File: src/rtl/nkwr_pkg.sv
// ----------------------------------------------------------------------------
// nkwr_pkg
// Types, widths and codes shared by the nearest-within-radius block.
// ----------------------------------------------------------------------------
package nkwr_pkg;

  // Default number of kept objects
  localparam int unsigned MAX_KEPT = 8;

  // Field widths
  localparam int unsigned ID_W   = 16;
  localparam int unsigned POS_W  = 16;
  localparam int unsigned DIFF_W = POS_W + 1;
  localparam int unsigned DIST_W = 34;
  localparam int unsigned RANK_W = 6;

  // Configuration port
  localparam int unsigned CFG_IDX_W  = 2;
  localparam int unsigned CFG_DATA_W = 34;

  localparam logic [CFG_IDX_W-1:0] CFG_EGO_X  = 2'd0;
  localparam logic [CFG_IDX_W-1:0] CFG_EGO_Y  = 2'd1;
  localparam logic [CFG_IDX_W-1:0] CFG_RADIUS = 2'd2;

  // 30 m squared in (1/64 m)^2
  localparam logic [DIST_W-1:0] RADIUS_RESET = 34'd3686400;

  // Input word
  typedef struct packed {
    logic [ID_W-1:0]         object_id;
    logic signed [POS_W-1:0] obj_pos_x;
    logic signed [POS_W-1:0] obj_pos_y;
    logic                    has_object;
    logic                    last_object;
  } in_word_t;

  // Result word
  typedef struct packed {
    logic                    found;
    logic [ID_W-1:0]         result_id;
    logic signed [POS_W-1:0] result_pos_x;
    logic signed [POS_W-1:0] result_pos_y;
    logic [DIST_W-1:0]       dist_squared;
    logic [RANK_W-1:0]       rank;
    logic                    last_result;
  } out_word_t;

  // One kept list entry
  typedef struct packed {
    logic [DIST_W-1:0]       dist_sq;
    logic [ID_W-1:0]         id;
    logic signed [POS_W-1:0] pos_x;
    logic signed [POS_W-1:0] pos_y;
  } entry_t;

  // Controller states
  typedef enum logic [2:0] {
    S_IDLE,
    S_DIFF,
    S_SQR,
    S_SUM,
    S_INS,
    S_EMIT
  } state_e;

  // Controller to datapath commands
  typedef struct packed {
    logic load_item;
    logic diff;
    logic square;
    logic sum;
    logic insert;
    logic emit_word;
  } ctrl_cmd_t;

  // Datapath to controller status
  typedef struct packed {
    logic item_last;
    logic final_word;
    logic out_free;
  } ctrl_sts_t;

endpackage

File: src/rtl/nkwr_ctrl.sv
// ----------------------------------------------------------------------------
// nkwr_ctrl
// Sequencer: steps one item through the distance and insert datapath,
// then walks the kept list out on the result channel.
// ----------------------------------------------------------------------------
module nkwr_ctrl (
  input  logic                 clk_i,
  input  logic                 rst_ni,
  input  logic                 in_valid_i,
  output logic                 in_stall_o,
  input  nkwr_pkg::ctrl_sts_t  sts_i,
  output nkwr_pkg::ctrl_cmd_t  cmd_o
);

  nkwr_pkg::state_e state_q, state_d;

  // State register
  always_ff @(posedge clk_i or negedge rst_ni) begin
    if (!rst_ni) begin
      state_q <= nkwr_pkg::S_IDLE;
    end else begin
      state_q <= state_d;
    end
  end

  // Next state and commands
  always_comb begin
    state_d    = state_q;
    cmd_o      = '0;
    in_stall_o = 1'b1;
    case (state_q)
      nkwr_pkg::S_IDLE: begin
        in_stall_o = 1'b0;
        if (in_valid_i) begin
          cmd_o.load_item = 1'b1;
          state_d         = nkwr_pkg::S_DIFF;
        end
      end
      nkwr_pkg::S_DIFF: begin
        cmd_o.diff = 1'b1;
        state_d    = nkwr_pkg::S_SQR;
      end
      nkwr_pkg::S_SQR: begin
        cmd_o.square = 1'b1;
        state_d      = nkwr_pkg::S_SUM;
      end
      nkwr_pkg::S_SUM: begin
        cmd_o.sum = 1'b1;
        state_d   = nkwr_pkg::S_INS;
      end
      nkwr_pkg::S_INS: begin
        cmd_o.insert = 1'b1;
        state_d      = sts_i.item_last ? nkwr_pkg::S_EMIT : nkwr_pkg::S_IDLE;
      end
      nkwr_pkg::S_EMIT: begin
        // Send one word whenever the output register frees up
        if (sts_i.out_free) begin
          cmd_o.emit_word = 1'b1;
          if (sts_i.final_word) begin
            state_d = nkwr_pkg::S_IDLE;
          end
        end
      end
      default: begin
        state_d = nkwr_pkg::S_IDLE;
      end
    endcase
  end

endmodule

File: src/rtl/nkwr_dpath.sv
// ----------------------------------------------------------------------------
// nkwr_dpath
// Datapath: config registers, squared-distance pipeline, sorted kept list
// with parallel compare and shift insert, and the result register.
// ----------------------------------------------------------------------------
module nkwr_dpath #(
  parameter int unsigned MAX_KEPT = nkwr_pkg::MAX_KEPT
) (
  input  logic                                clk_i,
  input  logic                                rst_ni,
  input  nkwr_pkg::in_word_t                  in_data_i,
  input  logic                                cfg_valid_i,
  input  logic [nkwr_pkg::CFG_IDX_W-1:0]      cfg_index_i,
  input  logic [nkwr_pkg::CFG_DATA_W-1:0]     cfg_data_i,
  output logic                                out_valid_o,
  input  logic                                out_stall_i,
  output nkwr_pkg::out_word_t                 out_data_o,
  input  nkwr_pkg::ctrl_cmd_t                 cmd_i,
  output nkwr_pkg::ctrl_sts_t                 sts_o
);

  localparam int unsigned CNT_W = $clog2(MAX_KEPT + 1);

  // Config registers
  logic signed [nkwr_pkg::POS_W-1:0] ego_x_q, ego_y_q;
  logic [nkwr_pkg::DIST_W-1:0]       radius_q;

  always_ff @(posedge clk_i or negedge rst_ni) begin
    if (!rst_ni) begin
      ego_x_q  <= '0;
      ego_y_q  <= '0;
      radius_q <= nkwr_pkg::RADIUS_RESET;
    end else if (cfg_valid_i) begin
      case (cfg_index_i)
        nkwr_pkg::CFG_EGO_X:  ego_x_q  <= cfg_data_i[nkwr_pkg::POS_W-1:0];
        nkwr_pkg::CFG_EGO_Y:  ego_y_q  <= cfg_data_i[nkwr_pkg::POS_W-1:0];
        nkwr_pkg::CFG_RADIUS: radius_q <= cfg_data_i[nkwr_pkg::DIST_W-1:0];
        default: ;
      endcase
    end
  end

  // Distance pipeline: hold item, differences, squares, sum and radius check
  nkwr_pkg::in_word_t                 item_q;
  logic signed [nkwr_pkg::DIFF_W-1:0] dx_q, dy_q;
  logic signed [nkwr_pkg::DIST_W-1:0] prod_x, prod_y;
  logic [nkwr_pkg::DIST_W-1:0]        sqx_q, sqy_q, dist_q, dist_d;
  logic                               qual_q;

  assign prod_x = dx_q * dx_q;
  assign prod_y = dy_q * dy_q;
  assign dist_d = sqx_q + sqy_q;

  always_ff @(posedge clk_i) begin
    if (cmd_i.load_item) begin
      item_q <= in_data_i;
    end
    if (cmd_i.diff) begin
      dx_q <= nkwr_pkg::DIFF_W'($signed(item_q.obj_pos_x))
            - nkwr_pkg::DIFF_W'($signed(ego_x_q));
      dy_q <= nkwr_pkg::DIFF_W'($signed(item_q.obj_pos_y))
            - nkwr_pkg::DIFF_W'($signed(ego_y_q));
    end
    if (cmd_i.square) begin
      sqx_q <= $unsigned(prod_x);
      sqy_q <= $unsigned(prod_y);
    end
    if (cmd_i.sum) begin
      dist_q <= dist_d;
      qual_q <= item_q.has_object && (dist_d < radius_q);
    end
  end

  // Kept list, sorted nearest first
  nkwr_pkg::entry_t              ent_q [MAX_KEPT];
  nkwr_pkg::entry_t              ent_d [MAX_KEPT];
  nkwr_pkg::entry_t              prev_ent [MAX_KEPT];
  nkwr_pkg::entry_t              next_ent [MAX_KEPT];
  nkwr_pkg::entry_t              new_ent;
  logic [MAX_KEPT-1:0]           le, prev_le;
  logic [CNT_W-1:0]              cnt_q, cnt_d;
  logic                          empty, final_word;

  assign new_ent.dist_sq = dist_q;
  assign new_ent.id      = item_q.object_id;
  assign new_ent.pos_x   = item_q.obj_pos_x;
  assign new_ent.pos_y   = item_q.obj_pos_y;

  // Per-entry compare and neighbor taps
  for (genvar g = 0; g < MAX_KEPT; g++) begin : g_ent
    assign le[g] = (CNT_W'(g) < cnt_q) && (ent_q[g].dist_sq <= dist_q);
    if (g == 0) begin : g_first
      assign prev_le[g]  = 1'b1;
      assign prev_ent[g] = new_ent;
    end else begin : g_rest
      assign prev_le[g]  = le[g-1];
      assign prev_ent[g] = ent_q[g-1];
    end
    if (g == MAX_KEPT - 1) begin : g_tail
      assign next_ent[g] = ent_q[g];
    end else begin : g_body
      assign next_ent[g] = ent_q[g+1];
    end
  end

  // Insert: keep nearer-or-equal entries, place new one, push the rest down
  // Emit: shift the list toward the head
  always_comb begin
    for (int i = 0; i < MAX_KEPT; i++) begin
      ent_d[i] = ent_q[i];
      if (cmd_i.insert && qual_q) begin
        if (!le[i]) begin
          ent_d[i] = prev_le[i] ? new_ent : prev_ent[i];
        end
      end else if (cmd_i.emit_word) begin
        ent_d[i] = next_ent[i];
      end
    end
  end

  always_ff @(posedge clk_i) begin
    ent_q <= ent_d;
  end

  assign empty      = (cnt_q == '0);
  assign final_word = (cnt_q <= CNT_W'(1));

  // Fill count
  always_comb begin
    cnt_d = cnt_q;
    if (cmd_i.insert && qual_q && (cnt_q < CNT_W'(MAX_KEPT))) begin
      cnt_d = cnt_q + CNT_W'(1);
    end else if (cmd_i.emit_word && !empty) begin
      cnt_d = cnt_q - CNT_W'(1);
    end
  end

  // Result register and rank counter
  logic                              out_valid_q, out_valid_d;
  nkwr_pkg::out_word_t               out_q;
  logic [nkwr_pkg::RANK_W-1:0]       rank_q, rank_d;

  always_comb begin
    out_valid_d = out_valid_q;
    rank_d      = rank_q;
    if (cmd_i.emit_word) begin
      out_valid_d = 1'b1;
      rank_d      = final_word ? '0 : rank_q + nkwr_pkg::RANK_W'(1);
    end else if (!out_stall_i) begin
      out_valid_d = 1'b0;
    end
  end

  always_ff @(posedge clk_i or negedge rst_ni) begin
    if (!rst_ni) begin
      cnt_q       <= '0;
      rank_q      <= '0;
      out_valid_q <= 1'b0;
    end else begin
      cnt_q       <= cnt_d;
      rank_q      <= rank_d;
      out_valid_q <= out_valid_d;
    end
  end

  always_ff @(posedge clk_i) begin
    if (cmd_i.emit_word) begin
      out_q.found        <= !empty;
      out_q.result_id    <= empty ? '0 : ent_q[0].id;
      out_q.result_pos_x <= empty ? '0 : ent_q[0].pos_x;
      out_q.result_pos_y <= empty ? '0 : ent_q[0].pos_y;
      out_q.dist_squared <= empty ? '0 : ent_q[0].dist_sq;
      out_q.rank         <= rank_q;
      out_q.last_result  <= final_word;
    end
  end

  assign out_valid_o = out_valid_q;
  assign out_data_o  = out_q;

  assign sts_o.item_last  = item_q.last_object;
  assign sts_o.final_word = final_word;
  assign sts_o.out_free   = !out_valid_q || !out_stall_i;

endmodule

File: src/rtl/nearest_k_within_radius.sv
// ----------------------------------------------------------------------------
// nearest_k_within_radius
// Keeps the nearest MAX_KEPT objects inside a squared radius around the ego
// point and sends them nearest first when a set ends.
// ----------------------------------------------------------------------------
//   channel | direction | handshake             | word
//   --------+-----------+-----------------------+------------------------------
//   in      | input     | in_valid_i/in_stall_o | nkwr_pkg::in_word_t
//   out     | output    | out_valid_o/out_stall_i | nkwr_pkg::out_word_t
//   cfg     | input     | cfg_valid_i/cfg_ready_o | index + data, always ready
//
// Each input word goes through load, difference, square, sum with radius
// check, and sorted insert, stepped by the sequencer through one datapath.
// A word marked last then sends max(1, kept) result words, one per cycle
// while out_stall_i is low; input stays stalled until the last one is loaded.
// Reset clears the kept count, the rank counter and the output valid flag;
// the entries need no clearing pass.
// ----------------------------------------------------------------------------
module nearest_k_within_radius #(
  parameter int unsigned MAX_KEPT = nkwr_pkg::MAX_KEPT
) (
  input  logic                             clk_i,
  input  logic                             rst_ni,
  input  logic                             in_valid_i,
  output logic                             in_stall_o,
  input  nkwr_pkg::in_word_t               in_data_i,
  output logic                             out_valid_o,
  input  logic                             out_stall_i,
  output nkwr_pkg::out_word_t              out_data_o,
  input  logic                             cfg_valid_i,
  output logic                             cfg_ready_o,
  input  logic [nkwr_pkg::CFG_IDX_W-1:0]   cfg_index_i,
  input  logic [nkwr_pkg::CFG_DATA_W-1:0]  cfg_data_i
);

  nkwr_pkg::ctrl_cmd_t cmd;
  nkwr_pkg::ctrl_sts_t sts;

  // Config writes are always accepted and land in the config registers
  assign cfg_ready_o = 1'b1;

  nkwr_ctrl u_ctrl (
    .clk_i      (clk_i),
    .rst_ni     (rst_ni),
    .in_valid_i (in_valid_i),
    .in_stall_o (in_stall_o),
    .sts_i      (sts),
    .cmd_o      (cmd)
  );

  nkwr_dpath #(
    .MAX_KEPT (MAX_KEPT)
  ) u_dpath (
    .clk_i       (clk_i),
    .rst_ni      (rst_ni),
    .in_data_i   (in_data_i),
    .cfg_valid_i (cfg_valid_i),
    .cfg_index_i (cfg_index_i),
    .cfg_data_i  (cfg_data_i),
    .out_valid_o (out_valid_o),
    .out_stall_i (out_stall_i),
    .out_data_o  (out_data_o),
    .cmd_i       (cmd),
    .sts_o       (sts)
  );

endmodule

File: config.mk
export PLATFORM = sky130hd
export DESIGN_NAME = nearest_k_within_radius
export DESIGN_NICKNAME = d
export VERILOG_FILES = /design/src/rtl/nkwr_pkg.sv /design/src/rtl/nkwr_ctrl.sv /design/src/rtl/nkwr_dpath.sv /design/src/rtl/nearest_k_within_radius.sv
export SDC_FILE = /design/constraint.sdc
export NUM_CORES = 2
export LEC_CHECK = 0
export BUFFER_PORTS_ARGS = -buffer_cell sky130_fd_sc_hd__clkbuf_2
export CELL_PAD_IN_SITES_DETAIL_PLACEMENT = 2
export CELL_PAD_IN_SITES_GLOBAL_PLACEMENT = 2
export CORE_ASPECT_RATIO = 0.5
export CORE_MARGIN = 2
export CORE_UTILIZATION = 40
export CTS_BUF_LIST = sky130_fd_sc_hd__clkbuf_4 sky130_fd_sc_hd__clkbuf_8 sky130_fd_sc_hd__clkbuf_16
export CTS_CLUSTER_SIZE = 30
export DETAILED_ROUTE_END_ITERATION = 10
export HOLD_SLACK_MARGIN = 0.03
export MAX_ROUTING_LAYER = met4
export PLACE_DENSITY_LB_ADDON = 0.1
export SYNTH_ARGS = -nofsm -noshare
export SYNTH_HDL_FRONTEND = slang
export SYNTH_SLANG_ARGS = --single-unit
File: constraint.sdc
create_clock -name clk_i -period 22 [get_ports clk_i]
set_input_delay 4.4 -clock clk_i [delete_from_list [all_inputs] [get_ports clk_i]]
set_output_delay 4.4 -clock clk_i [all_outputs]
set_load 0.02 [all_outputs]
== Word level (Yosys, flattened, before mapping) ==
Cells that the tools add are included.
Storage, ports and cells
  flip-flop bits (word level): 1013
  latch bits: 0
  bits in writable memories: 0
  bits in read-only memories: 0
  output and inout bits: 93
  word-level logic and storage cells: 183
  memories: 0
Cells by class
  add/subtract/negate cells: 6
  multipliers: 2
  div/mod/pow operators: 0
  $lt $le $gt $ge: 19
  equality and inequality tests: 18
  shift-type cells: 0
  muxes and demuxes: 47
  bitwise operators: 1
  reduce and logical (&&, ||, !) cells: 33
Operator list (number)
  $mux 82: 28
  $le 34x34->1: 8
  $mul 17x17->34: 2
  $add 34x34->34: 1
  $lt 34x34->1: 1
  $sub 16x16->17: 2
  $reduce_and 2->1: 11
  $ne 2x2->1 const B: 9
  $pmux 3 s6: 1
  $lt 3x4->1 const A: 4
  $logic_and 1x1->1: 12
  $mux 3: 4
  $mux 1: 11
  $lt 1x4->1 const A: 2
  $lt 2x4->1 const A: 2
  $mux 4: 2
  $add 6x1->6 const B: 1
  $eq 3x2->1 const B: 2
  $eq 3x3->1 const B: 2
  $mux 6: 1
  $add 4x1->4 const B: 1
  $le 4x1->1 const B: 1
  $logic_not 4->1: 1
  $lt 4x4->1 const B: 1
  12 further kinds: 16

== Logic depth before layout (Yosys ltp) ==
  depth after elaboration: 7
  depth in mapped cells: 25
  gate-level depth less buffers: 24

== By module ==
A second synthesis with hierarchy kept.
Second synthesis, totals
  cell total of the unflattened synthesis: 7416
  area, all modules: 77839.7 um^2
By module, submodules not included
  nkwr_dpath: times used 1, cells an instance 7390, area an instance 77627.0 um^2, sequential area each 29888.7 um^2
  nkwr_ctrl: times used 1, cells an instance 24, area an instance 201.4 um^2, sequential area each 75.1 um^2
  nearest_k_within_radius: times used 1, cells an instance 2, area an instance 11.3 um^2, sequential area each 0.0 um^2

== Worst setup path after synthesis ==
Ideal clock, no wire load.
  path kind: input-to-reg
  start: in out_stall_i
  end: reg u_dpath.ent_q[100] (netlist bit) (enable)
  setup time: 0.439 ns
  arrival: 8.271 ns
  required time: 21.561 ns
  path slack: 13.290 ns
  stages on the path: 4
  buffers on the path: 0
  path through: nand2_1 nand3_1 inv_1 a21o_1
RTL lines
  from (decl): RTL line nearest_k_within_radius.sv:28  | input logic out_stall_i,
  to (signal assigned): RTL line nkwr_dpath.sv:122  | ent_q <= ent_d;
  to (decl): RTL line nkwr_dpath.sv:75  | nkwr_pkg::entry_t ent_q [MAX_KEPT];

== Final worst setup path ==
  start: reg u_dpath.dx_q[4] (netlist bit)
  end: reg u_dpath.sqx_q[32] (netlist bit), data pin
Between the ends
  longest elaborated chain between the ends: 1
Ends and longest elaborated chain
  from (decl): RTL line nkwr_dpath.sv:45  | logic signed [nkwr_pkg::DIFF_W-1:0] dx_q, dy_q;
  from (signal assigned): RTL line nkwr_dpath.sv:59  | dx_q <= nkwr_pkg::DIFF_W'($signed(item_q.obj_pos_x))
  $mul 17x17->34: RTL line nkwr_dpath.sv:50  | assign prod_x = dx_q * dx_q;
  net u_dpath.prod_x, one bit: RTL line nkwr_dpath.sv:46  | logic signed [nkwr_pkg::DIST_W-1:0] prod_x, prod_y;
  to (signal assigned): RTL line nkwr_dpath.sv:65  | sqx_q <= $unsigned(prod_x);
  to (decl): RTL line nkwr_dpath.sv:47  | logic [nkwr_pkg::DIST_W-1:0] sqx_q, sqy_q, dist_q, dist_d;
The timed path passes the listed nets, and every way through them passes these cells.
A chain may end at the register's enable or synchronous reset.

==> impl_metrics.yaml <==
run_status:
  outcome: "complete, no violations"
setup_path:
  crit_path_end_kind: "register"
  ff2ff_setup_slack_ps: 14350
  worst-r2r-cell-count: 22
  crit_buf_inv: 5
  critPathSlowestCell: "edfxtp_1"
  cp.required_ps: 22450
  arrival_ps: 8100
  crit_top_cell: "fa_1"
  critPathTopFamily: "adder cells"
  cp-start-kind: "register"
  path_class: "register to register"
  worst_path_largest_cell_delay_ps: 1000
  crit_chain: "inv_1 > nor2_1 > inv_1 > fa_1 > fa_1 > fa_1 > inv_1 > fa_1 > fa_1 > inv_1 > fa_1 > inv_1 > ha_1 > and3_1 > a31oi_1 > a31oi_1 > a211oi_1 > a2111oi_0 > nor3_1 > o41ai_1 > a21oi_1 > xnor2_1"
  cp_max_fo: 18
  rr_startpoint: "u_dpath.dx_q[4]"
  r2r-end: "u_dpath.sqx_q[32]"
detailed_routing:
  drc_errors: 0
  drtPass1Iterations: 5
  viasPerCell: 5.96
  drt_iter0_drc: 4400
  wl_mm: 286
  vias: 58900
  wl_per_cell_microns: 29.0
  antenna_left: 0
global_route:
  antenna_found_initial: 19
  grt_max_degree: 195
  grt_usage_pct: 30.0
  grt_overflow: 0
  busiest_layer: "met2"
  grt_pass1_vias: 65400
  grt_pass1_wl_mm: 431
  grt_util_met3_pct: 3.14
  grtUsageMet1_pct: 40.3
  grtUsageMet2_pct: 49.4
floorplanning:
  fp.dieW_microns: 623
  placeableCoreArea_sq_um: 190000
  die-area_sq_um: 195000
  io_pins: 184
  rows: 113
  floorplan.initialDensity_pct: 40.3
  die_y_microns: 313
clock_network:
  cts_root_buf: "clkbuf_16"
  cts_tree: "yes"
  cts.path.max_buffers: 3
  cts_buffers: 105
  clk_pin_slew_ps: 70
  hold_buffers: 0
  postCtsResizedCells: 0
  clock-sinks: 1011
  clk_latency_ps: 760
  postCtsSetupBuffers: 0
  ctsHtreeMaxLevel: 3
place:
  place_congestion: 0.880
  io_buffers: 182
  dpl.hpwl_mm: 196
timing:
  tns_ps: 0
  finalHoldViolations: 0
  setup_viol: 0
  worstMarginPinSlew_ps: 1360
  max_slew_margin_pct: 8.89
  skew_ps: 67.0
  rsz0062_at_grt: "false"
  fin_crit_sh_pct: 34.8
  final-max-slew-violation-count: 0
  min_period_ps: 7650
  max_freq_mhz: 131
yosys:
  syn-cell-area_sq_um: 76600
  ys_seq_elements: 1011
  synth_top_area_share_pct: 36.5
  ys.flop_type: "edfxtp_1"
  synth_cell_types: 78
  syn_nets: 8473
  synthTopCellsByCount: "edfxtp_1 (931), nand2_1 (852), inv_1 (817)"
  synth_most_common_cell: "edfxtp_1"
  synth_area_leader_cell: "edfxtp_1"
  synthArstFlopShare_pct: 7.91
  syn_area_per_cell_sq_um: 10.5
  synth_cells: 7289
  ys_seq_area_share_pct: 39.1
  synthTopCellsByArea: "edfxtp_1 (37%), fa_1 (14%), ha_1 (9.2%), nand2_1 (4.2%), inv_1 (4.0%)"
  yosysWarnings: 0
  synth_edf_count: 931
finish:
  regArea_sq_um: 30000
  multi_input_area_sq_um: 42200
  syn_to_final_growth_pct: 9.16
  finalNetCount: 8451
  nFillCells: 19700
  drive_gt1_share_pct: 9.89
min_path:
  hold_path_depth: 0
  hold_path_class: "register to register"
  min_delay_worst_endpoint: "u_dpath.out_data_o[6]"
  min_from: "u_dpath.rank_q[5]"
job:
  cap_violations: 0
==> worst register-to-register path, delay by kind of cell (launching register included) <==
kind | cells | cell delay [ps]
xor gates and xnor gates | 1 | 130
AOI/OAI and AO/OA | 6 | 1790
buffers and inverters | 5 | 460
and+or+nand+nor | 3 | 760
adders and majority gates | 7 | 3240
DFF | 1 | 1000
==> through the flow <==
step | setup WS [ps] | utilization, % | area, sq um | hold slack, ps | cells
after floorplan | 13290 | - | 76600 | 446 | 7289
after global placement | 14290 | 42.1 | 79900 | 470 | 9690
after detailed placement | 14260 | 42.1 | 79900 | 488 | 9690
after CTS | 14290 | 44.0 | 83600 | 497 | 9888
after global routing | 13910 | 44.0 | 83600 | 512 | 9888
final | 14350 | 44.0 | 83600 | 502 | 9890
==> flip-flops by register name (all words and copies together) (netlist names), 3 cells and up <==
| name | flops |
|---|---|
| u_ctrl.state_q | 3 |
| u_dpath.cnt_q | 4 |
| u_dpath.dist_q | 34 |
| u_dpath.dx_q | 17 |
| u_dpath.dy_q | 17 |
| u_dpath.ego_x_q | 16 |
| u_dpath.ego_y_q | 16 |
| u_dpath.ent_q | 656 |
| u_dpath.item_q | 49 |
| u_dpath.out_data_o | 90 |
| u_dpath.radius_q | 34 |
| u_dpath.rank_q | 6 |
| u_dpath.sqx_q | 33 |
| u_dpath.sqy_q | 33 |
==> metal layers <==
| layer | part of all wire, % | up-vias | routed length, microns |
|---|---|---|---|
| met5 | 0 | - | 0 |
| met4 | 2.2 | 0 | 6340 |
| met1 | 45 | 31500 | 130000 |
| met2 | 48 | 1442 | 138000 |
| met3 | 4.5 | 351 | 12900 |
| li1 | - | 25600 | - |
==> cell families (layout without fill, tap and decap cells) <==
group                    count (synthesis)  after routing  share of synthesized area [%]
AND/OR/NAND/NOR                       2176           2176                           13.1
AO/OA/AOI/OAI                         1271           1271                           11.1
buffers and inverters                 1211           1280                           6.14
adder cells (fa/ha/maj)               1093           1093                           23.1
flip-flops                            1011           1011                           39.1
multiplexers                           383            383                           5.83
XOR/XNOR                               143            143                           1.64
other                                    1              3                        0.00490
==> how the worst max path moves through the flow <==
stage | from | endpoint | slack [ps] | depth (start not counted)
after floorplan | out_stall_i | u_dpath.ent_q[100] | 13290 | 4
after global placement | out_stall_i | u_dpath.ent_q[106] | 14290 | 7
after CTS | u_dpath.dx_q[4] | u_dpath.sqx_q[32] | 14290 | 22
after global routing | u_dpath.dx_q[4] | u_dpath.sqx_q[32] | 13910 | 22
final | u_dpath.dx_q[4] | u_dpath.sqx_q[32] | 14350 | 22
after detailed placement | u_dpath.dx_q[3] | u_dpath.sqx_q[32] | 14260 | 22
==> layout make-up <==
class	count	area share [%]
multi-input combinational	5067	50.5
sequential	1011	35.9
tap	2530	3.79
inverter	817	3.67
clock buffer	146	3.61
timing repair buffer	265	1.88
clock inverter	52	0.734
antenna	2	0.00599
==> cell usage in the layout, fill, tap and decap left out, types with 13 or more instances in the layout <==
| cell | count |
|---|---|
| nand2b_1 | 23 |
| mux2_4 | 70 |
| a21oi_1 | 177 |
| buf_4 | 81 |
| or3_1 | 19 |
| nor3_1 | 35 |
| clkbuf_4 | 30 |
| o21ai_1 | 24 |
| nand4_1 | 67 |
| a211oi_1 | 110 |
| nor4_1 | 88 |
| clkbuf_16 | 106 |
| o21a_1 | 20 |
| mux2_2 | 151 |
| o211ai_1 | 296 |
| and2_1 | 192 |
| ha_1 | 560 |
| and3_1 | 20 |
| clkinv_1 | 18 |
| nor2_1 | 385 |
| clkinv_2 | 13 |
| o21ai_0 | 240 |
| fa_1 | 533 |
| inv_1 | 815 |
| a21o_1 | 148 |
| xnor2_1 | 109 |
| nand3_1 | 404 |
| mux2i_1 | 84 |
| xor2_1 | 34 |
| nor2b_1 | 52 |
| dfrtp_1 | 76 |
| mux2_1 | 78 |
| a221oi_1 | 45 |
| a31oi_1 | 97 |
| clkbuf_2 | 181 |
| nand2_1 | 849 |
| edfxtp_1 | 931 |
Power is not shown: default switching activity piles up to over one toggle a cycle in this logic, so the estimate is an artifact.
